--- src/design/sm83_alu_pkg.sv ---
// Package with the operation codes, flag positions and transaction types of the SM83 ALU.
`default_nettype none

package sm83_alu_pkg;

  localparam int unsigned OP_W    = 5;
  localparam int unsigned BYTE_W  = 8;
  localparam int unsigned WORD_W  = 16;
  localparam int unsigned BIDX_W  = 3;
  localparam int unsigned FLAGS_W = 4;

  // Positions of the flags in the flag nibble.
  localparam int unsigned FLAG_Z = 3;
  localparam int unsigned FLAG_N = 2;
  localparam int unsigned FLAG_H = 1;
  localparam int unsigned FLAG_C = 0;

  typedef enum logic [OP_W-1:0] {
    OP_ADD    = 5'd0,
    OP_ADC    = 5'd1,
    OP_SUB    = 5'd2,
    OP_SBC    = 5'd3,
    OP_AND    = 5'd4,
    OP_XOR    = 5'd5,
    OP_OR     = 5'd6,
    OP_CP     = 5'd7,
    OP_RLCA   = 5'd8,
    OP_RRCA   = 5'd9,
    OP_RLA    = 5'd10,
    OP_RRA    = 5'd11,
    OP_DAA    = 5'd12,
    OP_CPL    = 5'd13,
    OP_SCF    = 5'd14,
    OP_CCF    = 5'd15,
    OP_RLC    = 5'd16,
    OP_RRC    = 5'd17,
    OP_RL     = 5'd18,
    OP_RR     = 5'd19,
    OP_SLA    = 5'd20,
    OP_SRA    = 5'd21,
    OP_SWAP   = 5'd22,
    OP_SRL    = 5'd23,
    OP_BIT    = 5'd24,
    OP_RES    = 5'd25,
    OP_SET    = 5'd26,
    OP_INC8   = 5'd27,
    OP_DEC8   = 5'd28,
    OP_ADD16  = 5'd29,
    OP_ADD_SP = 5'd30
  } op_t;

  // One operation as held in the input register.
  typedef struct packed {
    logic [OP_W-1:0]    req_type;
    logic [BYTE_W-1:0]  acc_in;
    logic [BYTE_W-1:0]  operand;
    logic [WORD_W-1:0]  wide_in;
    logic [WORD_W-1:0]  wide_operand;
    logic [BIDX_W-1:0]  bit_index;
    logic [FLAGS_W-1:0] flags_in;
  } req_t;

  // Result of one operation.
  typedef struct packed {
    logic [WORD_W-1:0]  result;
    logic [FLAGS_W-1:0] flags_out;
  } res_t;

endpackage

`default_nettype wire

--- src/design/sm83_alu_exec.sv ---
// Combinational execution datapath: computes result and flags for one operation.
`default_nettype none

module sm83_alu_exec (
  input  sm83_alu_pkg::req_t req,
  output sm83_alu_pkg::res_t res
);
  import sm83_alu_pkg::*;

  function automatic logic zero8(input logic [BYTE_W-1:0] v);
    return (v == '0);
  endfunction

  logic [BYTE_W-1:0]  a;
  logic [BYTE_W-1:0]  v;
  logic [WORD_W-1:0]  w;
  logic [WORD_W-1:0]  wo;
  logic [FLAGS_W-1:0] f;
  logic               cin;
  logic               use_c;
  logic               flag_n_in;
  logic [BYTE_W:0]    sum9;
  logic [4:0]         sum_lo;
  logic [BYTE_W:0]    diff9;
  logic [4:0]         diff_lo;
  logic [BYTE_W-1:0]  rot_src;
  logic               daa_lo;
  logic               daa_hi;
  logic [BYTE_W-1:0]  daa_corr;
  logic [BYTE_W-1:0]  daa_val;
  logic [BYTE_W-1:0]  bit_mask;
  logic [BYTE_W-1:0]  inc_val;
  logic [BYTE_W-1:0]  dec_val;
  logic [WORD_W:0]    sum17;
  logic [12:0]        sum13;
  logic [WORD_W-1:0]  sp_sum;
  logic [4:0]         sp_lo;
  logic [BYTE_W:0]    sp_byte;
  logic [BYTE_W-1:0]  r8;
  logic [FLAGS_W-1:0] nf;
  logic [WORD_W-1:0]  r16;

  assign a         = req.acc_in;
  assign v         = req.operand;
  assign w         = req.wide_in;
  assign wo        = req.wide_operand;
  assign f         = req.flags_in;
  assign cin       = f[FLAG_C];
  assign flag_n_in = f[FLAG_N];

  // Carry in enters the sums and differences only in the with-carry forms.
  assign use_c   = ((op_t'(req.req_type) == OP_ADC) || (op_t'(req.req_type) == OP_SBC)) & cin;
  assign sum9    = {1'b0, a} + {1'b0, v} + {{BYTE_W{1'b0}}, use_c};
  assign sum_lo  = {1'b0, a[3:0]} + {1'b0, v[3:0]} + {4'd0, use_c};
  assign diff9   = {1'b0, a} - {1'b0, v} - {{BYTE_W{1'b0}}, use_c};
  assign diff_lo = {1'b0, a[3:0]} - {1'b0, v[3:0]} - {4'd0, use_c};

  // Accumulator rotates work on A, the prefixed rotates on the operand.
  assign rot_src = req.req_type[4] ? v : a;

  assign daa_lo   = f[FLAG_H] | (~flag_n_in & (a[3:0] > 4'd9));
  assign daa_hi   = cin | (~flag_n_in & (a > 8'h99));
  assign daa_corr = {1'b0, daa_hi, daa_hi, 2'b00, daa_lo, daa_lo, 1'b0};
  assign daa_val  = flag_n_in ? (a - daa_corr) : (a + daa_corr);

  assign bit_mask = BYTE_W'(1) << req.bit_index;
  assign inc_val  = v + 8'd1;
  assign dec_val  = v - 8'd1;

  assign sum17   = {1'b0, w} + {1'b0, wo};
  assign sum13   = {1'b0, w[11:0]} + {1'b0, wo[11:0]};
  assign sp_sum  = w + {{BYTE_W{v[BYTE_W-1]}}, v};
  assign sp_lo   = {1'b0, w[3:0]} + {1'b0, v[3:0]};
  assign sp_byte = {1'b0, w[7:0]} + {1'b0, v};

  always_comb begin
    r8  = '0;
    r16 = '0;
    nf  = f;
    unique case (op_t'(req.req_type))
      OP_ADD, OP_ADC: begin
        r8 = sum9[BYTE_W-1:0];
        nf = {zero8(r8), 1'b0, sum_lo[4], sum9[BYTE_W]};
      end
      OP_SUB, OP_SBC, OP_CP: begin
        r8 = (op_t'(req.req_type) == OP_CP) ? a : diff9[BYTE_W-1:0];
        nf = {zero8(diff9[BYTE_W-1:0]), 1'b1, diff_lo[4], diff9[BYTE_W]};
      end
      OP_AND: begin
        r8 = a & v;
        nf = {zero8(r8), 1'b0, 1'b1, 1'b0};
      end
      OP_XOR: begin
        r8 = a ^ v;
        nf = {zero8(r8), 3'b000};
      end
      OP_OR: begin
        r8 = a | v;
        nf = {zero8(r8), 3'b000};
      end
      OP_RLCA, OP_RLC: begin
        r8 = {rot_src[6:0], rot_src[7]};
        nf = {req.req_type[4] & zero8(r8), 2'b00, rot_src[7]};
      end
      OP_RRCA, OP_RRC: begin
        r8 = {rot_src[0], rot_src[7:1]};
        nf = {req.req_type[4] & zero8(r8), 2'b00, rot_src[0]};
      end
      OP_RLA, OP_RL: begin
        r8 = {rot_src[6:0], cin};
        nf = {req.req_type[4] & zero8(r8), 2'b00, rot_src[7]};
      end
      OP_RRA, OP_RR: begin
        r8 = {cin, rot_src[7:1]};
        nf = {req.req_type[4] & zero8(r8), 2'b00, rot_src[0]};
      end
      OP_DAA: begin
        r8 = daa_val;
        nf = {zero8(r8), flag_n_in, 1'b0, daa_hi};
      end
      OP_CPL: begin
        r8 = ~a;
        nf = {f[FLAG_Z], 1'b1, 1'b1, cin};
      end
      OP_SCF: begin
        r8 = a;
        nf = {f[FLAG_Z], 2'b00, 1'b1};
      end
      OP_CCF: begin
        r8 = a;
        nf = {f[FLAG_Z], 2'b00, ~cin};
      end
      OP_SLA: begin
        r8 = {v[6:0], 1'b0};
        nf = {zero8(r8), 2'b00, v[7]};
      end
      OP_SRA: begin
        r8 = {v[7], v[7:1]};
        nf = {zero8(r8), 2'b00, v[0]};
      end
      OP_SWAP: begin
        r8 = {v[3:0], v[7:4]};
        nf = {zero8(r8), 3'b000};
      end
      OP_SRL: begin
        r8 = {1'b0, v[7:1]};
        nf = {zero8(r8), 2'b00, v[0]};
      end
      OP_BIT: begin
        r8 = v;
        nf = {~v[req.bit_index], 1'b0, 1'b1, cin};
      end
      OP_RES: begin
        r8 = v & ~bit_mask;
      end
      OP_SET: begin
        r8 = v | bit_mask;
      end
      OP_INC8: begin
        r8 = inc_val;
        nf = {zero8(r8), 1'b0, (v[3:0] == 4'hF), cin};
      end
      OP_DEC8: begin
        r8 = dec_val;
        nf = {zero8(r8), 1'b1, (v[3:0] == 4'h0), cin};
      end
      OP_ADD16: begin
        r16 = sum17[WORD_W-1:0];
        nf  = {f[FLAG_Z], 1'b0, sum13[12], sum17[WORD_W]};
      end
      OP_ADD_SP: begin
        r16 = sp_sum;
        nf  = {2'b00, sp_lo[4], sp_byte[BYTE_W]};
      end
      default: begin
        r8 = '0;
        nf = f;
      end
    endcase
  end

  // Only the two wide operations produce a full word; the others zero-extend.
  always_comb begin
    res.flags_out = nf;
    if ((op_t'(req.req_type) == OP_ADD16) || (op_t'(req.req_type) == OP_ADD_SP)) begin
      res.result = r16;
    end else begin
      res.result = {{(WORD_W-BYTE_W){1'b0}}, r8};
    end
  end

endmodule

`default_nettype wire

--- src/design/sm83_alu_flags_unit.sv ---
// Top level of the SM83 ALU and flag unit: input register, datapath, result register.
`default_nettype none

// Usage
// An operation transaction is accepted at a rising clock edge where start is high
// and busy is low. The unit never stalls, so busy is held low and a new
// transaction may be issued in every cycle.
// The accepted fields are captured in an input register. The execution
// datapath then computes the result and new flags combinationally, and the
// outcome is captured in a result register.
// An accepted transaction passes through the input register and then the
// result register; out_valid is the valid bit of the result register, with
// out_result and out_flags_out beside the strobe.
// Throughput: one transaction per cycle; results come out in issue order.
// The receiver cannot hold results off. Each result is shown for a single
// cycle only and is taken at the edge that ends that cycle.
// Reset: rst_n is synchronous and active low. It clears the valid bits of
// both register stages, so no strobe follows reset until a new transaction
// is issued. The data registers are not reset.

module sm83_alu_flags_unit (
  input  wire                                        clk,
  input  wire                                        rst_n,
  input  wire                                        start,
  output logic                                       busy,
  input  wire  [sm83_alu_pkg::OP_W-1:0]              in_req_type,
  input  wire  [sm83_alu_pkg::BYTE_W-1:0]            in_acc_in,
  input  wire  [sm83_alu_pkg::BYTE_W-1:0]            in_operand,
  input  wire  [sm83_alu_pkg::WORD_W-1:0]            in_wide_in,
  input  wire  [sm83_alu_pkg::WORD_W-1:0]            in_wide_operand,
  input  wire  [sm83_alu_pkg::BIDX_W-1:0]            in_bit_index,
  input  wire  [sm83_alu_pkg::FLAGS_W-1:0]           in_flags_in,
  output logic                                       out_valid,
  output logic [sm83_alu_pkg::WORD_W-1:0]            out_result,
  output logic [sm83_alu_pkg::FLAGS_W-1:0]           out_flags_out
);
  import sm83_alu_pkg::*;

  logic in_fire;
  logic req_valid_r;
  logic req_valid_nxt;
  req_t req_r;
  req_t req_nxt;
  res_t exec_res;
  logic res_valid_r;
  res_t res_r;

  // The pipeline always advances, so the unit is never busy.
  assign busy    = 1'b0;
  assign in_fire = start & ~busy;

  assign req_valid_nxt = in_fire;
  assign req_nxt = '{
    req_type:     in_req_type,
    acc_in:       in_acc_in,
    operand:      in_operand,
    wide_in:      in_wide_in,
    wide_operand: in_wide_operand,
    bit_index:    in_bit_index,
    flags_in:     in_flags_in
  };

  // Control state of both stages.
  always_ff @(posedge clk) begin
    if (!rst_n) begin
      req_valid_r <= 1'b0;
      res_valid_r <= 1'b0;
    end else begin
      req_valid_r <= req_valid_nxt;
      res_valid_r <= req_valid_r;
    end
  end

  // Payload registers load only when a transaction moves into them.
  always_ff @(posedge clk) begin
    if (in_fire) begin
      req_r <= req_nxt;
    end
    if (req_valid_r) begin
      res_r <= exec_res;
    end
  end

  sm83_alu_exec u_exec (
    .req (req_r),
    .res (exec_res)
  );

  assign out_valid     = res_valid_r;
  assign out_result    = res_r.result;
  assign out_flags_out = res_r.flags_out;

endmodule

`default_nettype wire

--- config.mk ---
export PLATFORM = sky130hd
export DESIGN_NAME = sm83_alu_flags_unit
export DESIGN_NICKNAME = d
export VERILOG_FILES = /design/src/design/sm83_alu_pkg.sv /design/src/design/sm83_alu_exec.sv /design/src/design/sm83_alu_flags_unit.sv
export SDC_FILE = /design/constraint.sdc
export NUM_CORES = 1
export LEC_CHECK = 0
export ABC_AREA = 1
export BUFFER_PORTS_ARGS = -buffer_cell sky130_fd_sc_hd__buf_2
export CORE_UTILIZATION = 40
export DETAILED_ROUTE_END_ITERATION = 16
export GPL_TIMING_DRIVEN = 0
export HOLD_SLACK_MARGIN = 0.06
export PLACE_DENSITY_LB_ADDON = 0.05
export REMOVE_ABC_BUFFERS = 1
export SYNTH_ARGS = -nofsm -noshare
export SYNTH_HDL_FRONTEND = slang
export SYNTH_SLANG_ARGS = --single-unit
--- constraint.sdc ---
create_clock -name clk -period 8.2 [get_ports clk]
set_input_delay 0.41 -clock clk [delete_from_list [all_inputs] [get_ports clk]]
set_output_delay 0.41 -clock clk [all_outputs]
set_load 0.02 [all_outputs]
---- Word-level counts from Yosys, hierarchy flattened ----
Cells that the tools add are included.
cells by class
  $add $sub $neg .......................... 17
  multipliers ............................. 0
  div/mod/pow operators ................... 0
  order comparisons ....................... 3
  equal/unequal tests ..................... 31
  shifts and indexed selects .............. 1
  muxes and demuxes ....................... 9
  bitwise operators ....................... 19
  reduce and logical (&&, ||, !) cells .... 27
operator list
  cell                                                              count
  8-bit one-hot mux with 21 select lines                            1
  8-bit zero test                                                   14
  4-bit one-hot mux with 22 select lines                            1
  5-bit == test (second input constant)                             15
  5-bit by 4-bit == test with 1-bit output (second input constant)  8
  8-bit two-way mux                                                 4
  16-bit one-hot mux with 2 select lines                            1
  5-bit by 3-bit == test with 1-bit output (second input constant)  4
  8-bit by 8-bit adder with 9-bit output                            2
  16-bit by 16-bit adder with 17-bit output                         1
  16-bit adder                                                      1
  8-bit bitwise AND                                                 2
  8-bit inverter                                                    2
  8-bit bitwise OR                                                  2
  7-bit zero test                                                   2
  12-bit by 12-bit adder with 13-bit output                         1
  2-bit OR reduction                                                6
  4-bit by 4-bit adder with 5-bit output                            2
  5-bit by 2-bit == test with 1-bit output (second input constant)  2
  9-bit by 1-bit adder with 9-bit output                            1
  8-bit by 8-bit subtractor with 9-bit output                       1
  9-bit by 1-bit subtractor with 9-bit output                       1
  8-bit by 1-bit adder with 8-bit output (second input constant)    1
  8-bit by 7-bit adder with 8-bit output                            1
  other kinds (21)                                                  31
word-level totals
  bits in registers ....................... 82
  bits in latches ......................... 0
  bits in writable memories ............... 0
  bits in read-only memories .............. 0
  input port bits ......................... 63
  output and inout port bits .............. 22
  memories ................................ 0

---- Longest topological paths before layout ----
Gate-level depths: netlist of the first run.
  depth in word-level cells ............... 7
  gate-level depth with buffers ........... 23
  gate-level depth less buffers ........... 23

---- By module ----
From an unflattened synthesis of the first run, not the netlist that was laid out.
second synthesis, totals
  cells, all modules ...................... 1107
  area, all modules ....................... 7876.3 µm²
by module, submodules not included
  module               instances  cells an instance  area an instance (µm²)  sequential area each (µm²)
  sm83_alu_exec        1          1019               5407.7                  0.0
  sm83_alu_flags_unit  1          88                 2468.6                  2442.3

---- Least setup slack after synthesis of the first run ----
No wires, ideal clock.
  kind .................................... register to register
  start ................................... register req_r[59] (netlist bit)
  end ..................................... register res_r, in the netlist out_result[4] (data pin)
  setup time .............................. 0.263 ns
  arrival ................................. 2.721 ns
  data required time ...................... 7.937 ns
  setup slack ............................. 5.216 ns
  stages on the path, launching flop included .. 15
  period minus slack after synthesis ...... 2.984 ns
  path through ............................ edfxtp_1 > buf_2 > buf_2 > nor4_1 > inv_1 > fa_1 > fa_1 > nand3_1 > nand3b_1 > nand2_1 > nand2_1 > o211ai_1 > o21ai_0 > nor3_1 > nand3b_1
RTL lines
  what                    RTL line                   text
  start, declared         sm83_alu_flags_unit.sv:42  req_t req_r;
  start signal, assigned  sm83_alu_flags_unit.sv:77  req_r <= req_nxt;
  end signal, assigned    sm83_alu_flags_unit.sv:80  res_r <= exec_res;
  end, declared           sm83_alu_flags_unit.sv:46  res_t res_r;

==> results.md, run 1 <==
- Outcome: finished clean
- Longest Clk Path Bufs: 2
- Fmax: roughly 220 MHz
- CP max stage cell: nor4_1
- Vias in the first global route: between 7000 and 8000
- Main synth FF type: edfxtp_1
- Cell Rows: around 50
- Setup ws final: around 3.8 ns
- Gr usage total: 0.280
- Setup bufs post-CTS: 0
- Layout cells sized above 1: 0.101
- Pleak: a little over 4 nW
- Clock tree from TritonCTS: built
- CTS Buf Count: 9
- Area Growth Syn to Fin: 12.1%
- Least-Margin Pin Slew: around 1.2 ns
- WS Path Type: reg -> reg
- Sequential cell area: 0.00244 sq mm
- Number of H-tree levels: 3
- Buf/Inv on CP: 1
- Post-synth ARST share: 0
- CTS Hold Buffers Added: 0
- Synth Cell Area: approximately 0.0079 sq mm
- Crit path launch type: flop
- Power density over the cells: between 150 and 200 mW/mm^2
- Chip Height: between 100 and 150 um
- First-pass GRT wire length: 42100 um
- Worst-Skew Late Latency: 0.35 ns
- Delay-heaviest family, CP: simple AND/OR/NAND/NOR gates
- Routed Antenna Nets: 0
- Setup total negative slack: 0 ns
- Hold WC Path Type: in -> reg
- Die W: ~140 um
- Netlist cell types: 46
- Synth top area cells: edfxtp_1, nand2_1, ha_1
- Fillers: between 2000 and 2500
- Initial Utilization: 0.407
- Final worst clock skew: a little over 0.009 ns
- Diode count: 0
- RSZ-0062 raised after global routing: false
- DRT iter0 DRCs: roughly 700
- Crit path cell chain: nor4_1 -> inv_1 -> fa_1 -> fa_1 -> nand3_1 -> nand3b_1 -> nand2_1 -> nand2_1 -> o211ai_1 -> o21ai_0 -> nor3_1 -> nand3b_1
- Total Wirelength: ~28000 um
- R2R depth: 12
- Syn Area/Cell: 7.09 sq um
- I/O Pins: 85
- Synth cell count leaders: nand2_1, inv_1, nor2_1, edfxtp_1, nand3_1
- I/O Buffers: 83
- Crit path largest cell delay: approximately 1.1 ns
- Share of the synthesized area in the top cell type: 0.304
- Register area share after synthesis: 0.309
- Drt first pass iters: 5
- Critical Path RT: just over 8 ns
- # DRC: 0
- Slew Limit Fails: 0
- Max_cap viols: 0
- Root Buffer: clkbuf_16
- Max_slew headroom: 0.214
- Synth area leader: edfxtp_1
- GR Overflow Total: 0
- Final core occ: 0.456
- Routability-driven placement congestion ratio: 0.991
- Register bit count reported by yosys: 82
- Levels on crit path: 12
- Placement Setup Slack: a little under 4 ns
- Hold path depth: 1
- Worst-path maximum fanout: 29
- Synth Warn #: 0
- Number of flops mapped to enable cells by yosys: 80
- Vias per cell: 5.48
- Initial antenna violation count: 0
- Minimum clock period: about 4.4 ns
- Post-layout nets: approximately 1300
- Die area: 0.0203 sq mm
- Maximum VDD drop: approximately 0.1 mV
- Cts repair resizes: 0
- Critical path endpoint category: flop
- Critical Path AT: 4.52 ns
- Final hold violation count: 0
- WL/cell: between 15 and 20 um
- Most common cell in the netlist: nand2_1
- Final setup viols: 0
- Via count: between 7000 and 8000
- Core box area: between 0.015 and 0.02 sq mm
- Detail Placement HPWL: roughly 22000 um
- Post-Syn Instances: ~1100
- CTS sink count: slightly above 80
- Worst-path clk slew: approximately 0.070 ns
- Multi-input gate area: roughly 0.0048 sq mm
- Pin count of the biggest net entering global routing: 62
- Period Utilization, post-route: 0.542
- Internal reg-to-reg setup slack: 3.75 ns
path summary, 6_finish.rpt:
kind / startpoint / endpoint
min: in_acc_in[7] / req_r[54]
max: req_r[59] / out_result[4]
max reg2reg: req_r[59] / out_result[4]
min reg2reg: req_r[1] / out_flags_out[1]
metrics by stage:
stage | cell area [sq um] | std cells | hold WS (ns) | total power [mW]
6_report | 8850 | 1460 | 0.228 | 1.51
5_1_grt | 8850 | 1460 | 0.219 | 1.61
4_1_cts | 8850 | 1460 | 0.220 | 1.52
3_5_place_dp | 8550 | 1444 | 0.588 | 1.11
3_3_place_gp | 8550 | 1444 | 0.586 | 1.11
2_1_floorplan | 7800 | 1096 | 0.503 | 0.924
logic make-up (layout without fill, tap and decap cells):
group | after synthesis | after routing | synth area share
AOI/OAI and AO/OA | 214 | 214 | 0.156
adders and majority gates | 80 | 80 | 0.133
xor gates and xnor gates | 13 | 13 | 0.0144
and+or+nand+nor | 559 | 559 | 0.304
buffers and inverters | 164 | 246 | 0.0816
other | 1 | 1 | 0.000475
DFF | 82 | 82 | 0.309
flip-flops by register name (all words and copies together), names as in the netlist:
name / cells
out_result: 16
out_flags_out: 4
req_valid_r: 1
out_valid: 1
req_r: 60
power by group:
group / switching (mW) / internal (mW)
logic: 0.368 / 0.185
clock network: 0.177 / 0.226
registers: 0.0496 / 0.505
layout make-up:
| cell class | count | share of cell area |
|---|---|---|
| clock buffer | 11 | 0.0286 |
| inverter | 147 | 0.0624 |
| multi-input combinational | 867 | 0.543 |
| timing repair buffer | 83 | 0.0472 |
| clock inverter | 5 | 0.00509 |
| sequential | 82 | 0.276 |
| tap | 265 | 0.0375 |
metal layers:
layer  share of wire  GRT usage  up-vias  wire length (um)
li1                -          -     3947                 -
met1            0.44      0.363     3735             12200
met2            0.48      0.485      275             13500
met3           0.051     0.0306       39              1410
met4           0.028     0.0922        0               773
met5               0          0        -                 0
cells in the final DEF (no fill, tap or decap), drive strengths merged, types with 9 or more instances in the layout:
cell | Yosys | layout
buf | 14 | 83
nor2 | 118 | 118
inv | 142 | 144
nand4 | 29 | 29
clkbuf | 3 | 11
nand3 | 82 | 82
nand2 | 294 | 294
o22ai | 25 | 25
ha | 73 | 73
a21oi | 69 | 69
edfxtp | 80 | 80
o21ai | 73 | 73
o21a | 9 | 9
nor3 | 18 | 18
Note: power is estimated with default switching activity, not from simulation.
==> run 2: changes to the inputs <==
--- a/config.mk
+++ b/config.mk
@@ -5,7 +5,7 @@
 export SDC_FILE = /design/constraint.sdc
 export NUM_CORES = 1
 export LEC_CHECK = 0
-export ABC_AREA = 1
+export ABC_AREA = 0
 export BUFFER_PORTS_ARGS = -buffer_cell sky130_fd_sc_hd__buf_2
 export CORE_UTILIZATION = 40
 export DETAILED_ROUTE_END_ITERATION = 16
==> constraint.sdc (replaced) <==
create_clock -name clk -period 3.94 [get_ports clk]
set_input_delay 0.197 -clock clk [delete_from_list [all_inputs] [get_ports clk]]
set_output_delay 0.197 -clock clk [all_outputs]
set_load 0.02 [all_outputs]
==> run 2 against run 1 <==
- the flow now finishes with violations (DRC)
- synthesized cell count down 27%
- die area down 5.2%
- critical path depth up 1
- design area up 2.3%
- via count down 9.3%
- register-to-register slack worse by 3.7 ns
- utilization up 4.3 points
- synthesized area down 5.3%
- non-clock buffer count up 75
- sequential share of layout area down 0.63 points
- critical path type unchanged
==> results.md, run 2 <==
- Pin count of the biggest net entering global routing: a little over 60
- Minimum clock period: ~3.9 ns
- I/O Pins: 85
- Vias in the first global route: 7144
- WL/cell: around 24 um
- Internal reg-to-reg setup slack: around 0.075 ns
- Synth area leader: edfxtp_1
- Hold_sp: start
- CTS Buf Count: 9
- Pleak: 3.55 nW
- Drt first pass iters: 11
- Number of flip-flops in the largest register: 60
- Diode count: 0
- Critical Path RT: 4.03 ns
- Hold WC Path Type: in -> reg
- Crit path cell chain: buf_16 -> nor3_2 -> nand3_2 -> fa_2 -> fa_2 -> or2_2 -> a21oi_4 -> o21ai_1 -> xor2_1 -> mux2i_1 -> nor2_1 -> a2111oi_2 -> nand3_1
- Period Utilization, post-route: 0.981
- Initial Utilization: 0.412
- Placement Setup Slack: -0.828 ns
- CTS sink count: just over 80
- Die W: roughly 140 um
- Max_slew headroom: 0.136
- Failing checks: DRC
- Power density over the cells: 359 mW/mm^2
- Area Growth Syn to Fin: 21.1%
- Core box area: 0.0181 sq mm
- Number of H-tree levels: 3
- Routed Antenna Nets: 0
- Via count: between 7000 and 8000
- Worst r2r dst: out_result[6]
- Routability-driven placement congestion ratio: 0.987
- Detail Placement HPWL: between 20000 and 25000 um
- Commonest non-fill, non-tap cell in the layout: buf_2
- Buf/Inv on CP: 1
- R2R depth: 13
- Most frequent cells in the layout: buf_2, edfxtp_1, ha_1, nand2_1, dlygate4sd3_1
- Maximum VDD drop: 0.255 mV
- Root Buffer: clkbuf_16
- Worst-Skew Late Latency: 0.36 ns
- Crit-path most repeated cell: fa_2
- Gr usage total: 0.298
- Worst-path clk slew: 0.07 ns
- Crit path largest cell delay: ~0.46 ns
- Setup ws final: ~0.075 ns
- Synth cell count leaders: edfxtp_1, ha_1, nand2_1, nor2_1, a21oi_1
- Final core occ: 0.499
- Number of flops mapped to enable cells by yosys: 80
- Most common cell in the netlist: edfxtp_1
- Hold path depth: 1
- Register bit count reported by yosys: a little over 80
- WHS Endpoint: req_r[46]
- Layout cells sized above 1: 0.158
- Initial antenna violation count: 0
- Critical path endpoint category: flop
- Reg2reg start: req_r[59]
- Setup total negative slack: 0 ns
- Synth Cell Area: around 0.0075 sq mm
- Fillers: 1715
- GR Overflow Total: 0
- Placement Cell Area: 0.00802 sq mm
- Share of the synthesized area in the top cell type: 0.321
- Clock tree from TritonCTS: built
- DRT iter0 DRCs: 722
- WS Path Type: reg -> reg
- Total Wirelength: 28500 um
- Slew Limit Fails: 0
- First-pass GRT wire length: 42600 um
- Largest register by flop count: req_r
- Least-Margin Pin Slew: about 1.3 ns
- Synth top area cells: edfxtp_1, ha_1, xnor2_1
- Outcome: complete, but fails checks
- Syn Area/Cell: between 9 and 10 sq um
- Post-synth ARST share: 0
- CP max stage cell: edfxtp_1
- Main synth FF type: edfxtp_1
- Post-layout nets: about 1100
- Critical Path AT: slightly below 4 ns
- Area of all placed cells without fillers: slightly above 0.009 sq mm
- Crit path launch type: flop
- Vias per cell: just over 6
- Synth Warn #: 0
- Max_cap viols: 0
- # DRC: 2
- Cell Rows: 49
- Final setup viols: 0
- Total power: 3.25 mW
- I/O Buffers: 83
- Final worst clock skew: just under 0.008 ns
- Die area: about 0.019 sq mm
- Post-Syn Instances: around 810
- Final hold violation count: 0
- Chip Height: ~140 um
- Netlist cell types: 82
- Register area share after synthesis: 0.327
- Delay-heaviest family, CP: simple AND/OR/NAND/NOR gates
- Longest Clk Path Bufs: 2
- Fmax: 259 MHz
- Worst-path maximum fanout: 26
-- run 2: cell count changes after synthesis, sizes merged, moves of 28 or more --
cell   change
nand2    -232
inv      -103
nand3     -59
nor2      -54
xnor2     +28
-- run 2: metrics by stage --
step           hold WS (ns)  instances
2_1_floorplan         0.296        770
3_3_place_gp          0.373       1082
3_5_place_dp          0.375       1084
4_1_cts               0.533       1168
5_1_grt               0.513       1173
6_report              0.468       1173
-- run 2: area by class of cell --
type	instances	area, sq um	area share
Multi-Input combinational cell	649	4730	0.523
Sequential cell	82	2440	0.270
Timing Repair Buffer	158	1160	0.128
Tap cell	229	287	0.0316
Clock buffer	9	225	0.0249
Inverter	39	151	0.0167
Clock inverter	7	55.1	0.00608
-- run 2: repair_timing --
| item | in CTS | in global routing |
|---|---|---|
| gates resized for setup | 9 | 4 |
| pin swaps | 3 | 3 |
| setup buffers | 7 | 5 |
| setup endpoints to repair | 7 | 6 |
| hold endpoints to repair | 62 | 0 |
| hold buffers | 61 | 0 |
-- run 2: worst reg2reg max path, cell delays in order (launching register included) --
cell       delay [ns]
edfxtp_1         0.46
buf_16           0.21
nor3_2           0.20
nand3_2          0.16
fa_2             0.43
fa_2             0.38
or2_2            0.36
a21oi_4          0.21
o21ai_1          0.13
xor2_1           0.20
mux2i_1          0.27
nor2_1           0.09
a2111oi_2        0.36
nand3_1          0.15
-- run 2: kinds of logic (layout without fill, tap and decap cells) --
family          Yosys count  count (layout)  share of synthesized area
other cells               1               1                   0.000502
simple gates            254             254                      0.174
buf+inv                  77             213                     0.0474
mux                      17              17                     0.0264
flops                    82              82                      0.327
xor+xnor                 56              56                     0.0656
compound gates          241             241                      0.219
fa+ha+maj                80              80                      0.141
-- run 2: how the worst max path moves through the flow --
stage | startpoint | to | slack [ns] | cells past startpoint
3_5_place_dp | req_r[55] | out_flags_out[0] | -0.83 | 11
5_1_grt | req_r[59] | out_flags_out[0] | -0.02 | 13
4_1_cts | req_r[48] | out_result[5] | 0.002 | 9
2_1_floorplan | req_r[59] | out_flags_out[0] | 0.04 | 12
3_3_place_gp | req_r[59] | out_flags_out[0] | -0.92 | 12
6_report | req_r[59] | out_result[6] | 0.08 | 13
-- run 2: where the power goes --
| part | total, mW | internal, mW | switching, mW |
|---|---|---|---|
| sequential | 1.17 | 1.05 | 0.120 |
| combinational | 1.26 | 0.508 | 0.749 |
| clock | 0.828 | 0.433 | 0.395 |
| total | 3.25 | 1.99 | 1.26 |
-- run 2: routing by layer --
| metal | global-route usage | wire, um | vias to the layer above |
|---|---|---|---|
| li1 | - | - | 3339 |
| met1 | 0.369 | 11800 | 3500 |
| met5 | 0 | 0 | - |
| met2 | 0.493 | 13200 | 340 |
| met4 | 0.173 | 1430 | 0 |
| met3 | 0.0477 | 2000 | 73 |
==> run 3: changes to the inputs <==
--- a/config.mk
+++ b/config.mk
@@ -15,4 +15,5 @@
 export REMOVE_ABC_BUFFERS = 1
 export SYNTH_ARGS = -nofsm -noshare
 export SYNTH_HDL_FRONTEND = slang
+export SYNTH_HIERARCHICAL = 1
 export SYNTH_SLANG_ARGS = --single-unit
==> run 3 against run 2 <==
- the run now ends clean
- hold slack worse by 0.022 ns
- non-clock buffer count is 9 higher
- wire length increased by 8.4%
- worst setup slack worse by 0.019 ns
- clock power rose by 6.2%
- clock skew is 0.0059 ns higher
- synthesized area increased by 1.8%
- critical path depth unchanged
- die area up 1.8%
- critical path type unchanged
- critical endpoint is now out_result[5]
- highest routed layer unchanged
==> results.md, run 3 <==
- Share of the synthesized area in the top cell type: 0.316
- Crit path launch type: flop
- Register area share after synthesis: 0.321
- Minimum clock period: just under 4 ns
- Cell-internal power: around 2.0 mW
- First-pass GRT wire length: about 46000 um
- Register bit count reported by yosys: between 80 and 90
- Sw Ratio: 0.394
- WL/cell: around 25 um
- Reg power frac: 0.341
- Syn Area/Cell: approximately 9 sq um
- Placement Setup Slack: -0.768 ns
- Netlist cell types: between 70 and 80
- Number of flip-flops in the largest register: 60
- CTS sink count: 82
- Area of all placed cells without fillers: 0.00930 sq mm
- Sw power: 1.32 mW
- Final worst clock skew: approximately 0.014 ns
- Critical Path AT: slightly below 4 ns
- Initial Utilization: 0.407
- Number of H-tree levels: 3
- Longest Clk Path Bufs: 2
- Vias in the first global route: 7277
- Gr usage total: 0.319
- Synth Cell Area: around 0.0076 sq mm
- Maximum VDD drop: about 0.21 mV
- Worst-path clk slew: roughly 0.080 ns
- Synth top area cells: edfxtp_1, ha_1, xnor2_1
- Max_cap viols: 0
- Most frequent cells in the layout: buf_2, edfxtp_1, ha_1, nand2_1, nor2_1
- Outcome: finished clean
- Largest register by flop count: req_r
- Fmax: about 260 MHz
- Number of flops mapped to enable cells by yosys: 80
- Most common cell in the netlist: edfxtp_1
- Critical path endpoint category: flop
- Least-Margin Pin Slew: around 1.1 ns
- Routed Antenna Nets: 0
- Placement Cell Area: about 0.008 sq mm
- Post-synth ARST share: 0
- Die W: between 100 and 150 um
- Main synth FF type: edfxtp_1
- Via count: approximately 7600
- Worst-Skew Late Latency: 0.37 ns
- Core box area: 0.0187 sq mm
- Post-Syn Instances: 847
- Root Buffer: clkbuf_16
- Chip Height: approximately 140 um
- Area Growth Syn to Fin: 22.2%
- Pin count of the biggest net entering global routing: 62
- Post-layout nets: roughly 1100
- Commonest non-fill, non-tap cell in the layout: buf_2
- Hold WC Path Type: in -> reg
- Layout cells sized above 1: 0.145
- CTS Buf Count: 9
- Synth cell count leaders: edfxtp_1, ha_1, nor2_1, nand2_1, a21oi_1
- Die area: 0.0196 sq mm
- Cell Rows: 50
- Pleak: between 3 and 4 nW
- Detail Placement HPWL: around 21000 um
- Synth Warn #: 6
- Final setup viols: 0
- Total Wirelength: between 30000 and 40000 um
- Worst-path maximum fanout: 9
- Initial antenna violation count: 0
- Max_slew headroom: 0.269
- Vias per cell: 6.23
- I/O Pins: 85
- Synth area leader: edfxtp_1
- Final hold violation count: 0
- Setup ws final: 0.0562 ns
- Clock tree from TritonCTS: built
- Routability-driven placement congestion ratio: 0.967
- Drt first pass iters: 6
- Slew Limit Fails: 0
- WS Path Type: reg -> reg
- # DRC: 0
- DRT iter0 DRCs: ~770
- Critical Path RT: ~4.0 ns
- Period Utilization, post-route: 0.986
- Diode count: 0
- Power density over the cells: 360 mW/mm^2
- GR Overflow Total: 0
- RSZ-0062 raised after global routing: false
- Clock power share: 0.262
- Comb pwr share: 0.397
- I/O Buffers: 83
[run 3: cell count changes after synthesis, moves of 5 or more]
cell	previous run	this run
a21oi_1	47	55
inv_1	38	44
nand2b_1	6	11
nor2_1	59	64
nor2b_1	7	14
o22ai_1	15	24
[run 3: power by group through the flow]
stage               clock [mW]  combinational [mW]  sequential [mW]
finish                   0.879                1.33             1.14
global placement             0                1.09             1.23
detailed placement           0                1.16             1.20
CTS                      0.912                1.27             1.15
global route             0.933                1.43             1.15
floorplan                    0               0.750             1.18
[run 3: worst max-delay path, cell delays in order (launching register included)]
cell and delay, ns:
edfxtp_1 0.62, or2_2 0.40, a31oi_1 0.25, inv_1 0.14, ha_1 0.24, fa_1 0.40
inv_1 0.07, a21oi_1 0.05, o21bai_1 0.20, xor2_1 0.13, nand2_1 0.18, o21ai_0 0.16
nor4_1 0.52, o211ai_1 0.20
[run 3: cells by family (layout without fill, tap and decap cells)]
kind of cell    Yosys count  after routing  synth area share
compound gates          254            254             0.222
xor+xnor                 57             57            0.0656
fa+ha+maj                80             80             0.138
buf+inv                  91            228            0.0536
flops                    82             82             0.321
mux                      15             15            0.0255
other cells               1              1          0.000493
simple gates            267            267             0.173
[run 3: through the flow]
stage               hold WS (ns)  setup TNS [ns]  std cells  power, mW  utilization
detailed placement         0.375           -4.42       1123       2.36        0.439
global placement           0.373           -9.38       1118       2.32        0.432
floorplan                  0.296          -0.214        801       1.93            -
global route               0.486               0       1218       3.51        0.497
finish                     0.446               0       1218       3.35        0.497
CTS                        0.524               0       1210       3.34        0.493
[run 3: path summary, 6_finish.rpt]
path	depth (start not counted)	slack, ns	to	from
hold / removal	1	0.45	req_r[52]	start
setup / recovery	13	0.06	out_result[5]	req_r[48]
setup reg to reg	13	0.06	out_result[5]	req_r[48]
hold reg to reg	2	0.70	out_flags_out[1]	req_r[1]
[run 3: final cells by class]
class                   count  area, sq um
fillers                  1828         9400
multi-input cells         674         4790
flip-flops and latches     82         2440
repair buffers            167         1310
well taps                 234          293
clock buffers               9          225
inverters                  45          169
clock inverters             7         76.3
[run 3: layer usage]
layer,vias to the layer above,part of all wire,GRT usage
met5,-,0,0
met4,0,0.038,0.130
met3,78,0.069,0.0609
met2,354,0.44,0.494
met1,3700,0.45,0.436
li1,3461,-,-
[run 3: what timing repair did]
item / CTS / global route
hold buffers: 61 / 0
gates resized for setup: 3 / 3
pin swaps: 0 / 1
setup buffers: 10 / 8
hold endpoints to repair: 62 / 0
endpoints found under the setup margin: 9 / 5
